[config.mk]
export PLATFORM = sky130hd
export DESIGN_NAME = fir_filter_circular_flat
export DESIGN_NICKNAME = d
export VERILOG_FILES = /design/src/hw/rtl/fir_pkg.sv /design/src/hw/rtl/fir_in_if.sv /design/src/hw/rtl/fir_out_if.sv /design/src/hw/rtl/fir_cfg_if.sv /design/src/hw/rtl/fir_filter_circular.sv /design/src/flat_wrapper.sv
export VERILOG_INCLUDE_DIRS = /design/src /design/src/hw/rtl
export SDC_FILE = /design/constraint.sdc
export NUM_CORES = 1
export LEC_CHECK = 0
export BUFFER_PORTS_ARGS = -buffer_cell sky130_fd_sc_hd__buf_2
export CAP_MARGIN = 20
export CORE_ASPECT_RATIO = 0.75
export CORE_MARGIN = 5
export CORE_UTILIZATION = 65
export DETAILED_ROUTE_END_ITERATION = 10
export PLACE_DENSITY = 0.8
export SLEW_MARGIN = 15
export SYNTH_ARGS = -nofsm -noshare
export SYNTH_HDL_FRONTEND = slang
export SYNTH_SLANG_ARGS = --single-unit
[constraint.sdc]
create_clock -name i_clk -period 14.47 [get_ports i_clk]
set_input_delay 0.7235 -clock i_clk [delete_from_list [all_inputs] [get_ports i_clk]]
set_output_delay 0.7235 -clock i_clk [all_outputs]
set_load 0.05 [all_outputs]
[src/hw/rtl/assert_macros.svh]
// assertion macros for the rtl files
`ifndef ASSERT_MACROS_SVH
`define ASSERT_MACROS_SVH

`ifndef NO_ASSERTIONS
// checked while out of reset
`define FIR_ASSERT(name, clk, rst_n, prop) \
    name: assert property (@(posedge clk) disable iff (!rst_n) prop) \
        else $error("assertion failed");
// checked at every edge, reset included
`define FIR_ASSERT_ALWAYS(name, clk, prop) \
    name: assert property (@(posedge clk) prop) \
        else $error("assertion failed");
`else
`define FIR_ASSERT(name, clk, rst_n, prop)
`define FIR_ASSERT_ALWAYS(name, clk, prop)
`endif

`endif

[src/hw/rtl/fir_pkg.sv]
// types and constants of the circular fir filter
package fir_pkg;

    localparam int DATA_W     = 16;
    localparam int COEF_W     = 16;
    localparam int NREG       = 8;
    localparam int REG_IDX_W  = 3;
    localparam int CFG_IDX_W  = 4;
    localparam int LINE_DEPTH = 8;
    localparam int SLOT_W     = 3;
    localparam int PROD_W     = DATA_W + COEF_W;
    localparam int ACC_W      = PROD_W + 3;
    localparam int FRAC_W     = 15;
    localparam int TAPS_DEF   = 8;

    typedef enum logic [1:0] {
        ST_IDLE,
        ST_MAC,
        ST_FLUSH,
        ST_OUT
    } t_state;

endpackage

[src/hw/rtl/fir_in_if.sv]
// sample input channel
interface fir_in_if import fir_pkg::*; ();
    logic                     valid;
    logic                     ready;
    logic signed [DATA_W-1:0] sample_in;

    modport source (output valid, output sample_in, input ready);
    modport sink (input valid, input sample_in, output ready);
endinterface

[src/hw/rtl/fir_out_if.sv]
// filtered result channel
interface fir_out_if import fir_pkg::*; ();
    logic                     valid;
    logic                     ready;
    logic signed [DATA_W-1:0] filtered_out;

    modport source (output valid, output filtered_out, input ready);
    modport sink (input valid, input filtered_out, output ready);
endinterface

[src/hw/rtl/fir_cfg_if.sv]
// coefficient write channel
interface fir_cfg_if import fir_pkg::*; ();
    logic                     valid;
    logic                     ready;
    logic [CFG_IDX_W-1:0]     index;
    logic signed [COEF_W-1:0] data;

    modport source (output valid, output index, output data, input ready);
    modport sink (input valid, input index, input data, output ready);
endinterface

[src/hw/rtl/fir_filter_circular.sv]
// circular delay line fir filter with one shared multiply-accumulate
//
// channels: i_sample takes one signed 16-bit sample per transaction,
// o_result gives one signed 16-bit filtered sample per input transaction,
// i_cfg writes the Q1.15 weights coef_tap0..coef_tap7 at index 0..7
// (other indexes are ignored); write weights only while the filter is idle.
// each sample is stored in the delay line, then one multiplier and one
// accumulator step through the TAPS window entries, oldest first, one tap
// per cycle. the sum is shifted right 15 and saturated to 16 bits.
// after the input transaction the fsm runs ST_MAC, ST_FLUSH and ST_OUT,
// then loads o_result; the single multiply-accumulate unit takes no new
// sample until then, as i_sample.ready is high only while idle.
// the result sits in an output register, so a new sample is taken while
// it waits; a stalled receiver holds back only the next result's load.
// reset clears the weights, the delay line, the write slot and o_result.valid.
`include "assert_macros.svh"

module fir_filter_circular import fir_pkg::*; #(
    parameter int TAPS = TAPS_DEF
) (
    input  logic      i_clk,
    input  logic      i_rst_n,
    fir_in_if.sink    i_sample,
    fir_cfg_if.sink   i_cfg,
    fir_out_if.source o_result
);

    localparam logic [SLOT_W-1:0] LAST_SLOT = SLOT_W'(TAPS - 1);

    t_state                   r_state, n_state;
    logic signed [COEF_W-1:0] r_coef [NREG];
    logic signed [DATA_W-1:0] r_line [LINE_DEPTH];
    logic [SLOT_W-1:0]        r_slot;
    logic [SLOT_W-1:0]        r_rd;
    logic [SLOT_W-1:0]        r_k;
    logic signed [PROD_W-1:0] r_prod;
    logic                     r_prod_vld;
    logic signed [ACC_W-1:0]  r_acc;
    logic                     r_out_valid;
    logic signed [DATA_W-1:0] r_out;

    logic                           in_fire;
    logic                           out_load;
    logic [SLOT_W-1:0]              slot_inc;
    logic [SLOT_W-1:0]              rd_inc;
    logic signed [ACC_W-FRAC_W-1:0] acc_shr;
    logic signed [DATA_W-1:0]       sat_val;

    assign i_cfg.ready = 1'b1;
    assign in_fire     = i_sample.valid && i_sample.ready;
    assign slot_inc    = (r_slot == LAST_SLOT) ? '0 : r_slot + 1'b1;
    assign rd_inc      = (r_rd == LAST_SLOT) ? '0 : r_rd + 1'b1;

    // floor shift, then clamp to 16 bits
    always_comb begin
        acc_shr = r_acc[ACC_W-1:FRAC_W];
        if (acc_shr[ACC_W-FRAC_W-1:DATA_W-1] == '0 ||
            acc_shr[ACC_W-FRAC_W-1:DATA_W-1] == '1) begin
            sat_val = acc_shr[DATA_W-1:0];
        end else if (acc_shr[ACC_W-FRAC_W-1]) begin
            sat_val = {1'b1, {(DATA_W-1){1'b0}}};
        end else begin
            sat_val = {1'b0, {(DATA_W-1){1'b1}}};
        end
    end

    always_comb begin
        n_state = r_state;
        unique case (r_state)
            ST_IDLE:  if (in_fire) n_state = ST_MAC;
            ST_MAC:   if (r_k == LAST_SLOT) n_state = ST_FLUSH;
            ST_FLUSH: n_state = ST_OUT;
            ST_OUT:   if (!r_out_valid || o_result.ready) n_state = ST_IDLE;
            default:  n_state = ST_IDLE;
        endcase
    end

    always_comb begin
        i_sample.ready = 1'b0;
        out_load       = 1'b0;
        unique case (r_state)
            ST_IDLE:  i_sample.ready = 1'b1;
            ST_MAC:   ;
            ST_FLUSH: ;
            ST_OUT:   out_load = !r_out_valid || o_result.ready;
            default:  ;
        endcase
    end

    always_ff @(posedge i_clk) begin
        if (!i_rst_n) begin
            r_state     <= ST_IDLE;
            r_slot      <= '0;
            r_out_valid <= 1'b0;
            r_prod_vld  <= 1'b0;
            for (int i = 0; i < NREG; i++) r_coef[i] <= '0;
            for (int i = 0; i < LINE_DEPTH; i++) r_line[i] <= '0;
        end else begin
            r_state    <= n_state;
            r_prod_vld <= (r_state == ST_MAC);
            if (i_cfg.valid && i_cfg.index < CFG_IDX_W'(NREG)) begin
                r_coef[i_cfg.index[REG_IDX_W-1:0]] <= i_cfg.data;
            end
            if (in_fire) begin
                r_line[r_slot] <= i_sample.sample_in;
                r_slot         <= slot_inc;
            end
            if (out_load) begin
                r_out_valid <= 1'b1;
            end else if (o_result.ready) begin
                r_out_valid <= 1'b0;
            end
        end
    end

    // shared multiply-accumulate datapath
    always_ff @(posedge i_clk) begin
        if (in_fire) begin
            r_rd  <= slot_inc;
            r_k   <= '0;
            r_acc <= '0;
        end else begin
            if (r_state == ST_MAC) begin
                r_prod <= PROD_W'(r_coef[r_k] * r_line[r_rd]);
                r_rd   <= rd_inc;
                r_k    <= r_k + 1'b1;
            end
            if (r_prod_vld) begin
                r_acc <= r_acc + ACC_W'(r_prod);
            end
        end
        if (out_load) begin
            r_out <= sat_val;
        end
    end

    assign o_result.valid        = r_out_valid;
    assign o_result.filtered_out = r_out;

    `FIR_ASSERT(a_slot_range, i_clk, i_rst_n, {1'b0, r_slot} < (SLOT_W + 1)'(TAPS))
    `FIR_ASSERT(a_start_mac, i_clk, i_rst_n, in_fire |=> r_state == ST_MAC && r_k == '0)
    `FIR_ASSERT(a_rd_range, i_clk, i_rst_n, r_state == ST_MAC |-> {1'b0, r_rd} < (SLOT_W + 1)'(TAPS))
    `FIR_ASSERT(a_line_write, i_clk, i_rst_n, in_fire |=> r_line[$past(r_slot)] == $past(i_sample.sample_in))

endmodule

[src/flat_wrapper.sv]
// flat-port wrapper written by rule: the top's interface ports become plain ports
module fir_filter_circular_flat import fir_pkg::*;
#(
    parameter int TAPS = TAPS_DEF
)
  (i_clk, i_rst_n, i_sample_valid, i_sample_sample_in, i_sample_ready, i_cfg_valid, i_cfg_index, i_cfg_data, i_cfg_ready, o_result_valid, o_result_filtered_out, o_result_ready);
  fir_in_if i_sample_i ();
  fir_cfg_if i_cfg_i ();
  fir_out_if o_result_i ();
  input  logic i_clk;
  input  logic i_rst_n;
  input wire logic [$bits(i_sample_i.valid)-1:0] i_sample_valid;
  input wire logic [$bits(i_sample_i.sample_in)-1:0] i_sample_sample_in;
  output wire logic [$bits(i_sample_i.ready)-1:0] i_sample_ready;
  input wire logic [$bits(i_cfg_i.valid)-1:0] i_cfg_valid;
  input wire logic [$bits(i_cfg_i.index)-1:0] i_cfg_index;
  input wire logic [$bits(i_cfg_i.data)-1:0] i_cfg_data;
  output wire logic [$bits(i_cfg_i.ready)-1:0] i_cfg_ready;
  output wire logic [$bits(o_result_i.valid)-1:0] o_result_valid;
  output wire logic [$bits(o_result_i.filtered_out)-1:0] o_result_filtered_out;
  input wire logic [$bits(o_result_i.ready)-1:0] o_result_ready;
  assign i_sample_i.valid = i_sample_valid;
  assign i_sample_i.sample_in = i_sample_sample_in;
  assign i_sample_ready = i_sample_i.ready;
  assign i_cfg_i.valid = i_cfg_valid;
  assign i_cfg_i.index = i_cfg_index;
  assign i_cfg_i.data = i_cfg_data;
  assign i_cfg_ready = i_cfg_i.ready;
  assign o_result_valid = o_result_i.valid;
  assign o_result_filtered_out = o_result_i.filtered_out;
  assign o_result_i.ready = o_result_ready;
  fir_filter_circular #(.TAPS(TAPS)) u_core (.i_clk(i_clk), .i_rst_n(i_rst_n), .i_sample(i_sample_i), .i_cfg(i_cfg_i), .o_result(o_result_i));
endmodule
==> flow_summary.yaml, run 1 <==
grt:
  grt.met2_usage_pct: 46.0
  gr-usage-met1_pct: 39.1
  grtUsageMet3_pct: 6.87
  grt_overflow: 0
  grt_max_degree: 39
  gr-usage-all-layers_pct: 28.5
  grt_antenna_before_repair: 7
  grt.busiest_layer: "met2"
  number_of_global_route_vias_before_repair: 18300
  grt_first_pass_wirelength_um: 99800
layout:
  design_area_um2: 28500
  count_of_nets_after_finishing: 2773
  area_delta_synth_final_pct: 8.30
  post_route_cells_drive_above_1_share_pct: 11.0
timing:
  slew_viol_final: 0
  layout_min_cycle_time_ns: 8.47
  post-route-period-util_pct: 58.5
  grt_setup_unrepaired: "false"
  setup-tns-final_ns: 0
  finalSetupViolCount: 0
  timing_worst_slew_pin_value_ns: 1.19
  fmaxAchievable_ghz: 0.118
  hold_viol_final: 0
  finalHoldWorstSlack_ns: 0.480
  max-slew-margin-rel_pct: 18.6
  final.setup_skew_ns: 0.0316
die:
  initial_core_util_pct: 66.2
  die_area_um2: 44700
  core-area_um2: 39800
  die-width_um: 243
  row_count: 63
  floorplan.io_pins: 60
  dieHeight_um: 184
yosys:
  synth.top_cells.by_area: "edfxtp_1, fa_1, and2_1, ha_1, mux4_2"
  synthDistinctLibCells: 72
  ys_seq_area_share_pct: 38.9
  synth_enable_flop_cells: 307
  synthesis.nets: 2707
  synth.top_cell.area_share_pct: 35.0
  syn-instance-count: 2277
  post_synth.cell_area_avg_um2: 11.6
  synth_seq_cells: 358
  synthesis.area_um2: 26400
  async_flop_share_pct: 0
  synthDominantAreaCellType: "edfxtp_1"
  dominantRegCellSynth: "edfxtp_1"
  ys.warnings.count: 0
cts:
  clock_tree.buffer_depth: 3
  numClockSinks: 358
  cts_tree: "done"
  htree_levels: 2
  cts-hold-fix-buffers: 0
  root_buffer: "clkbuf_16"
  post_cts_setup_repair_buffer_count: 0
  post_cts_resize_count: 0
  clock_latency_ns: 0.57
  cts_inserted_buffers: 36
  clkSlewWorstSetupHoldPaths_ns: 0.06
drt:
  route.detailed.drc: 0
  average_wire_per_cell_in_the_routed_design_um: 21.6
  detail-route-antenna-nets: 0
  dr.pass1.iters: 6
  post_drt_via_cell_ratio: 6.04
  detailedRoute.firstIterationViolations: 1518
  routed_wirelength_um: 62500
  routed-via-count: 17400
setup_path:
  reg2reg_depth: 23
  reg2reg_to: "u_core.r_prod[30]$_DFFE_PP_"
  setup.worst_path.class: "flip-flop to flip-flop"
  worstPathMaxFanout: 32
  worstSetupStartpointType: "flip-flop"
  crit_path_arrival_time_ns: 8.77
  reg_to_reg_slack_setup_ns: 6.00
  critPathCaptureType: "flip-flop"
  critPathRequiredTime_ns: 14.76
  critPathCapture: "u_core.r_prod[30]$_DFFE_PP_"
placement:
  dpl.hpwl_um: 44900
  port_buffers: 58
  postPlaceCellArea_um2: 27400
  routabilityCongestion: 0.989
worst_hold_path:
  hold_crit_class: "primary input to flip-flop"
outcome:
  status: "complete, no violations"
flow_run:
  max_cap_viol_count: 0
[cells in the final DEF, fill, tap and decap left out, types with 14 or more instances in the layout]
cell       instances
a21oi_1           56
fa_1             263
mux4_2            64
and2_1           265
ha_1             126
a211oi_1          14
xnor2_1           45
xor2_1            16
o21ai_1           23
o21ai_0           21
nand2b_1          27
nor2_1           205
edfxtp_1         307
buf_4             44
clkbuf_16         37
a21o_1            32
dfxtp_1           48
mux2_2            25
mux2i_1           50
nand2_1          148
nor3_1            22
nor2b_1           15
nand3_1           14
inv_1            308
buf_2             58
[synthesized netlist by cell type, types with 3 or more instances]
| master | number |
|---|---|
| a21oi_1 | 56 |
| a21o_1 | 32 |
| o31ai_1 | 4 |
| nor2_1 | 206 |
| mux2_2 | 25 |
| and3_1 | 5 |
| nor2b_1 | 15 |
| nor3b_1 | 4 |
| fa_1 | 263 |
| or4_1 | 3 |
| nor4_1 | 5 |
| buf_1 | 16 |
| o21ai_0 | 29 |
| or2_2 | 5 |
| mux2i_1 | 50 |
| nor3_1 | 22 |
| nand3b_1 | 4 |
| dfxtp_1 | 51 |
| nand2b_1 | 27 |
| o21bai_1 | 8 |
| mux4_2 | 64 |
| nand2_1 | 148 |
| nand3_1 | 14 |
| a211oi_1 | 14 |
| o21a_1 | 8 |
| inv_1 | 308 |
| and2_1 | 265 |
| xor2_1 | 16 |
| clkbuf_1 | 58 |
| o21ai_1 | 15 |
| a31oi_1 | 6 |
| ha_1 | 126 |
| xnor2_1 | 45 |
| a211o_1 | 3 |
| or3_1 | 5 |
| edfxtp_1 | 307 |
| nand4_1 | 5 |
[layer usage]
metal	up-vias	part of all wire, %
met5	-	0.088
met4	8	3.5
met3	185	9.6
met2	867	46
met1	8666	41
li1	7723	-
[flip-flops by register name, summed over array words and instances (netlist names), named ones only]
name                          flops
u_core.r_coef                   128
u_core.r_line                   128
u_core.r_acc                     35
u_core.r_prod                    32
u_core.o_result.filtered_out     16
u_core.r_k                        3
u_core.r_rd                       3
u_core.r_slot                     3
u_core.r_state                    2
u_core.o_result.valid             1
u_core.r_prod_vld                 1
[how the worst min path moves through the flow]
| stage | start | endpoint | slack, ns | cells after the start |
|---|---|---|---|---|
| 2_1_floorplan | u_core.r_acc[4]$_SDFFE_PP0P_ | u_core.r_acc[4]$_SDFFE_PP0P_ | 0.45 | 2 |
| 3_3_place_gp | u_core.r_acc[4]$_SDFFE_PP0P_ | u_core.r_acc[4]$_SDFFE_PP0P_ | 0.45 | 2 |
| 3_5_place_dp | u_core.r_acc[4]$_SDFFE_PP0P_ | u_core.r_acc[4]$_SDFFE_PP0P_ | 0.49 | 2 |
| 4_1_cts | o_result_ready | u_core.o_result.valid$_SDFFE_PN0P_ | 0.47 | 4 |
| 5_1_grt | u_core.r_acc[4]$_SDFFE_PP0P_ | u_core.r_acc[4]$_SDFFE_PP0P_ | 0.51 | 2 |
| 6_report | o_result_ready | u_core.o_result.valid$_SDFFE_PN0P_ | 0.48 | 4 |
[kinds of logic (layout without fill, tap and decap cells)]
| family | count (synthesis) | count (layout) | share of synthesized area [%] |
|---|---|---|---|
| compound gates | 204 | 204 | 5.05 |
| xor+xnor | 61 | 61 | 2.03 |
| fa+ha+maj | 389 | 389 | 26.0 |
| buf+inv | 385 | 476 | 5.50 |
| flops | 358 | 358 | 38.9 |
| mux | 139 | 139 | 8.44 |
| other cells | 1 | 4 | 0.0142 |
| simple gates | 740 | 740 | 14.2 |
[metrics by stage]
step	worst slack, ns	std cells	util (%)
2_1_floorplan	6.60	2277	-
3_3_place_gp	6.16	2822	68.7
3_5_place_dp	6.02	2824	68.7
4_1_cts	6.04	2887	71.7
5_1_grt	5.54	2890	71.7
6_report	6.00	2891	71.7
[area by class of cell]
class / count / area (um2)
tap: 520 / 651
fill: 2731 / 11300
clock inverter: 15 / 181
clock buffer: 48 / 977
inverter: 309 / 1160
timing repair buffer: 104 / 643
sequential: 358 / 10200
antenna: 3 / 7.51
multi-input combinational: 1534 / 14700
[critical path, stage by stage (launching register included)]
cell and delay (ns):
dfxtp_2 0.31, buf_4 0.52, mux4_2 0.61, mux2i_1 0.93, nor2_1 0.17, fa_1 0.53
inv_1 0.05, fa_1 0.40, fa_1 0.59, inv_1 0.07, fa_1 0.49, fa_1 0.49
inv_1 0.05, fa_1 0.47, inv_1 0.05, ha_1 0.37, nand3_1 0.18, o31ai_1 0.69
a2111oi_0 0.24, nor3_1 0.48, a21oi_1 0.13, o21bai_1 0.16, a21oi_1 0.09, xnor2_1 0.13
Power of run 1 is not shown: default switching activity piles up to over one toggle a cycle in this logic, so the estimate is an artifact.
==> run 2, diff against run 1 <==
--- a/config.mk
+++ b/config.mk
@@ -6,13 +6,14 @@
 export SDC_FILE = /design/constraint.sdc
 export NUM_CORES = 1
 export LEC_CHECK = 0
+export ABC_AREA = 1
 export BUFFER_PORTS_ARGS = -buffer_cell sky130_fd_sc_hd__buf_2
 export CAP_MARGIN = 20
 export CORE_ASPECT_RATIO = 0.75
 export CORE_MARGIN = 5
-export CORE_UTILIZATION = 65
+export CORE_UTILIZATION = 58
 export DETAILED_ROUTE_END_ITERATION = 10
-export PLACE_DENSITY = 0.8
+export PLACE_DENSITY = 0.76
 export SLEW_MARGIN = 15
 export SYNTH_ARGS = -nofsm -noshare
 export SYNTH_HDL_FRONTEND = slang
==> constraint.sdc (replaced) <==
create_clock -name i_clk -period 6.9 [get_ports i_clk]
set_input_delay 0.345 -clock i_clk [delete_from_list [all_inputs] [get_ports i_clk]]
set_output_delay 0.345 -clock i_clk [all_outputs]
set_load 0.05 [all_outputs]
==> run 2 against run 1 <==
Compared with the run above: via count is 25% higher; clock-buffer cell count up 8; synthesized cell count grew 35%; sequential share of layout area shrank 2.3 points; highest routed layer is now met4; first-iteration DRC count increased by 67%; clock skew is 0.011 ns lower; final cell count rose by 33%; register-to-register slack got worse by 5.8 ns; largest cell class unchanged.
==> flow_summary.yaml, run 2 <==
layout:
  area_delta_synth_final_pct: 11.5
  largestRegisters: "u_core.r_coef: 128 flops, u_core.r_line: 128 flops, u_core.r_acc: 35 flops"
  fillerInstances: 3770
  post_route_cells_drive_above_1_share_pct: 10.8
  mostFrequentLayoutCells: "nor2_1, inv_1, nand2_1"
  diodes: 0
  count_of_nets_after_finishing: 3621
  mostFrequentLayoutCell: "nor2_1"
  design_area_um2: 30500
cts:
  clkSlewWorstSetupHoldPaths_ns: 0.06
  htree_levels: 2
  numClockSinks: 358
  cts_tree: "done"
  clock_latency_ns: 0.58
  clock_tree.buffer_depth: 3
  cts-hold-fix-buffers: 0
  cts_inserted_buffers: 38
  root_buffer: "clkbuf_16"
drt:
  detail-route-antenna-nets: 0
  post_drt_via_cell_ratio: 5.66
  detailedRoute.firstIterationViolations: 2539
  route.detailed.drc: 0
  routed_wirelength_um: 74600
  average_wire_per_cell_in_the_routed_design_um: 19.4
  dr.pass1.iters: 5
  routed-via-count: 21800
setup_path:
  worstSetupStartpointType: "flip-flop"
  critical_path.max_stage_delay_ns: 0.55
  critical_path.top_delay_family: "adder cells"
  critPathCaptureType: "flip-flop"
  setup.worst_path.class: "flip-flop to flip-flop"
  worstPathMaxFanout: 33
  reg2reg_depth: 27
  cp_common_cell: "fa_1"
  crit_path_arrival_time_ns: 6.98
  crit_slowest_cell: "fa_1"
  critPathRequiredTime_ns: 7.21
  critical_path_cell_count: 27
  path_buf_inv: 10
die:
  die_area_um2: 51700
  row_count: 68
  floorplan.io_pins: 60
  dieHeight_um: 198
  core-area_um2: 46400
  die-width_um: 261
  initial_core_util_pct: 59.0
yosys:
  adder_cell_fraction_of_synth_area_pct: 25.0
  largest_family_of_logic_cells_by_synthesized_area: "adder cells"
  synthesis.area_um2: 27400
  synth_simple_gate_area_share_pct: 17.9
  post_synth.cell_area_avg_um2: 8.91
  synthesis.nets: 3502
  syn-instance-count: 3072
  dominantRegCellSynth: "edfxtp_1"
  yosysMostFrequentCell: "nor2_1"
  synthDominantAreaCellType: "edfxtp_1"
  synth.top_cell.area_share_pct: 33.7
  synth_compound_gate_area_share_pct: 8.54
  synth_seq_cells: 358
  multiplexer_fraction_of_the_synthesized_cell_area_pct: 0.0823
  synth.top_cells.by_area: "edfxtp_1, fa_1, nor2_1, inv_1, nand2_1"
  netlist_top_cells_count: "nor2_1, inv_1, nand2_1"
  synthXorXnorAreaFrac_pct: 1.54
  synthDistinctLibCells: 42
  ys_seq_area_share_pct: 37.4
  synth_enable_flop_cells: 307
  ys.warnings.count: 0
  async_flop_share_pct: 0
timing:
  grt_setup_unrepaired: "true"
  max-slew-margin-rel_pct: 27.9
  layout_min_cycle_time_ns: 6.67
  hold_viol_final: 0
  fmaxAchievable_ghz: 0.150
  final.setup_skew_ns: 0.0203
  timing_worst_slew_pin_value_ns: 1.08
  finalHoldWorstSlack_ns: 0.0649
  slew_viol_final: 0
  finalSetupViolCount: 0
  setup-tns-final_ns: 0
  post-route-period-util_pct: 96.6
flow_run:
  max_cap_viol_count: 0
outcome:
  status: "complete, no violations"
placement:
  port_buffers: 58
  dpl.hpwl_um: 55000
  routabilityCongestion: 1.01
  postPlaceCellArea_um2: 28800
grt:
  grt_first_pass_wirelength_um: 118000
  grt_overflow: 0
  grt_antenna_before_repair: 0
  gr-usage-all-layers_pct: 29.1
  grt_max_degree: 43
  number_of_global_route_vias_before_repair: 21600
worst_hold_path:
  hold_crit_class: "primary input to flip-flop"
  hold_depth: 4
run 2: worst paths after layout:
kind	startpoint	end	slack, ns
min	o_result_ready	u_core.o_result.valid$_SDFFE_PN0P_	0.06
max	flip-flop	u_core.r_prod[22]$_DFFE_PP_	0.23
max reg2reg	flip-flop	u_core.r_prod[22]$_DFFE_PP_	0.23
min reg2reg	u_core.o_result.valid$_SDFFE_PN0P_	u_core.o_result.valid$_SDFFE_PN0P_	0.51
run 2: kinds of logic after synthesis:
| logic type | count (synthesis) |
|---|---|
| mux | 2 |
| compound gates | 367 |
| simple gates | 1252 |
| buf+inv | 655 |
| other cells | 1 |
| xor+xnor | 48 |
| fa+ha+maj | 389 |
| flops | 358 |
run 2: worst register-to-register path, stage by stage, from the launching register on:
cell      delay [ns]
dfxtp_4         0.39
clkinv_8        0.15
buf_12          0.20
nor2_1          0.07
o32ai_1         0.21
inv_1           0.10
o21ai_4         0.31
inv_2           0.20
nor2_1          0.17
fa_1            0.42
inv_1           0.08
fa_1            0.44
fa_1            0.50
fa_1            0.55
inv_1           0.05
fa_1            0.48
inv_1           0.05
fa_1            0.47
inv_1           0.04
ha_1            0.29
buf_4           0.15
a21o_1          0.17
a21oi_1         0.24
nand2_1         0.16
nand2_1         0.09
nand3_1         0.11
buf_4           0.15
xor2_1          0.16
run 2: through the flow:
step	util, %	setup slack [ns]	cells
after floorplan	-	0.587	3072
after global placement	62.2	-0.0778	3765
after detailed placement	62.2	-0.209	3765
after CTS	64.9	0.00167	3834
after global routing	65.8	-0.0442	3850
final	65.8	0.232	3850
run 2: per-layer routing:
layer	track usage (%)	routed length, um	share of wire [%]	vias up
li1	-	-	-	9949
met1	43.9	31800	43	10600
met2	43.2	32300	43	1154
met3	7.09	9060	12	123
met4	6.51	1440	1.9	0
met5	0	0	0	-
run 2: final cells by class:
| cell class | count | area [um2] | area share (%) |
|---|---|---|---|
| multi-input cells | 2059 | 14700 | 48.2 |
| clock buffers | 56 | 1090 | 3.57 |
| repair buffers | 178 | 1400 | 4.60 |
| flip-flops and latches | 358 | 10300 | 33.6 |
| well taps | 630 | 788 | 2.58 |
| inverters | 556 | 2110 | 6.92 |
| clock inverters | 13 | 146 | 0.480 |
run 2: repair_timing:
item,in CTS,in global routing
gates cloned,0,3
gates resized for setup,4,65
setup buffers,0,13
pin swaps,0,6
endpoints found under the setup margin,4,18
hold endpoints to repair,0,0
Power of run 2 is left out for the same reason.
==> run 3, diff against run 2 <==
--- a/config.mk
+++ b/config.mk
@@ -11,9 +11,9 @@
 export CAP_MARGIN = 20
 export CORE_ASPECT_RATIO = 0.75
 export CORE_MARGIN = 5
-export CORE_UTILIZATION = 58
+export CORE_UTILIZATION = 35
 export DETAILED_ROUTE_END_ITERATION = 10
-export PLACE_DENSITY = 0.76
+export PLACE_DENSITY = 0.49
 export SLEW_MARGIN = 15
 export SYNTH_ARGS = -nofsm -noshare
 export SYNTH_HDL_FRONTEND = slang
==> run 3 against run 2 <==
Compared with the run above: die area up 62%; critical path depth unchanged; fmax down 0.85%; via count down 0.55%; core utilization down 24 points; final cell count up 12%; critical path type unchanged; highest routed layer unchanged.
==> flow_summary.yaml, run 3 (synthesis gave the netlist of run 2 again) <==
setup_path:
  crit_slowest_cell: "fa_1"
  setup.worst_path.class: "flip-flop to flip-flop"
  reg_to_reg_slack_setup_ns: 0.18
  worstPathMaxFanout: 8
  critical_path.top_delay_family: "adder cells"
  crit_path_arrival_time_ns: 7.11
  worstSetupStartpointType: "flip-flop"
  reg2reg_depth: 27
  critical_path.max_stage_delay_ns: 0.53
  reg2reg_to: "u_core.r_prod[26]$_DFFE_PP_"
  critPathCaptureType: "flip-flop"
  cp_common_cell: "fa_1"
  critPathRequiredTime_ns: 7.29
  path_buf_inv: 8
drt:
  routed-via-count: 21700
  post_drt_via_cell_ratio: 5.01
  routed_wirelength_um: 81500
  detail-route-antenna-nets: 0
  detailedRoute.firstIterationViolations: 1743
  route.detailed.drc: 0
  dr.pass1.iters: 7
  average_wire_per_cell_in_the_routed_design_um: 18.8
die:
  dieHeight_um: 252
  floorplan.io_pins: 60
  initial_core_util_pct: 35.5
  die-width_um: 333
  core-area_um2: 77200
  row_count: 88
  die_area_um2: 83900
timing:
  timing_worst_slew_pin_value_ns: 1.08
  finalSetupViolCount: 0
  layout_min_cycle_time_ns: 6.72
  fmaxAchievable_ghz: 0.149
  slew_viol_final: 0
  finalHoldWorstSlack_ns: 0.0582
  post-route-period-util_pct: 97.5
  hold_viol_final: 0
  crit_path_setup_slack_layout_ns: 0.175
  final.setup_skew_ns: 0.0487
  max-slew-margin-rel_pct: 27.9
cts:
  clock_latency_ns: 0.60
  numClockSinks: 358
  htree_levels: 2
  cts_tree: "done"
  cts-hold-fix-buffers: 0
  clkSlewWorstSetupHoldPaths_ns: 0.06
  root_buffer: "clkbuf_16"
  clock_tree.buffer_depth: 3
  cts_inserted_buffers: 41
placement:
  post-place-ws_ns: -0.307
  place.detailed.instances: 4208
  port_buffers: 58
  postPlaceCellArea_um2: 29700
  dpl.hpwl_um: 60900
  routabilityCongestion: 0.974
layout:
  mostFrequentLayoutCell: "nor2_1"
  diodes: 0
  design_area_um2: 32000
  largestRegisters: "u_core.r_coef: 128 flops, u_core.r_line: 128 flops, u_core.r_acc: 35 flops"
  mostFrequentLayoutCells: "nor2_1, inv_1, nand2_1"
  area_delta_synth_final_pct: 17.0
  count_of_nets_after_finishing: 3694
  post_route_cells_drive_above_1_share_pct: 14.0
  layout.cells.non_filler: 4331
worst_hold_path:
  hold_crit_class: "primary input to flip-flop"
  hold_depth: 4
  hold-path-endpoint: "u_core.o_result.valid$_SDFFE_PN0P_"
  hold_path.startpoint: "o_result_ready"
outcome:
  status: "complete, no violations"
grt:
  grt_overflow: 0
  number_of_global_route_vias_before_repair: 21800
  grt_antenna_before_repair: 3
  grt_first_pass_wirelength_um: 126000
  gr-usage-all-layers_pct: 19.2
  grt_max_degree: 38
flow_run:
  max_cap_viol_count: 0
run 3: cell count changes in the layout (fill, tap and decap cells not counted), moves of 8 or more:
cell      change
buf_4        +62
nor2_1       -11
clkinv_1     +10
ha_1         -10
ha_4          +8
run 3: worst max path at each step:
stage | slack, ns | depth (start not counted) | endpoint | start
6_report | 0.18 | 27 | u_core.r_prod[26]$_DFFE_PP_ | flip-flop
5_1_grt | -0.07 | 27 | u_core.r_prod[26]$_DFFE_PP_ | flip-flop
4_1_cts | 0.02 | 26 | u_core.r_prod[26]$_DFFE_PP_ | flip-flop
3_5_place_dp | -0.31 | 22 | u_core.r_prod[25]$_DFFE_PP_ | flip-flop
3_3_place_gp | -0.30 | 26 | u_core.r_prod[26]$_DFFE_PP_ | flip-flop
2_1_floorplan | 0.59 | 27 | u_core.r_prod[31]$_DFFE_PP_ | flip-flop
run 3: timing repair:
item,CTS,global route
endpoints found under the setup margin,8,17
pin swaps,3,43
buffers inserted,7,37
gates cloned,0,3
gates resized for setup,21,110
run 3: layout make-up:
class / instances / area (um2)
repair buffers: 248 / 1990
flip-flops and latches: 358 / 10300
inverters: 556 / 2120
clock inverters: 20 / 230
fillers: 7661 / 45200
well taps: 1035 / 1290
multi-input cells: 2059 / 15000
clock buffers: 55 / 1110
run 3: worst min-delay path: cells and delay by family:
kind,cells,cell delay [ns]
simple gates,1,0.06
buf+inv,2,0.14
compound gates,1,0.05
run 3: layer usage:
metal	part of all wire (%)	global-route usage (%)	vias to the layer above
met5	0	0	-
met4	1.4	3.76	0
met3	7.5	3.53	72
met2	42	28.3	678
met1	49	29.6	10800
li1	-	-	10100
run 3: metrics by stage:
step / util [%] / setup TNS, ns
after floorplan: - / 0
after global placement: 38.5 / -1.12
after detailed placement: 38.5 / -1.16
after CTS: 40.4 / 0
after global routing: 41.5 / -0.213
final: 41.5 / 0
Power of run 3 is left out for the same reason.
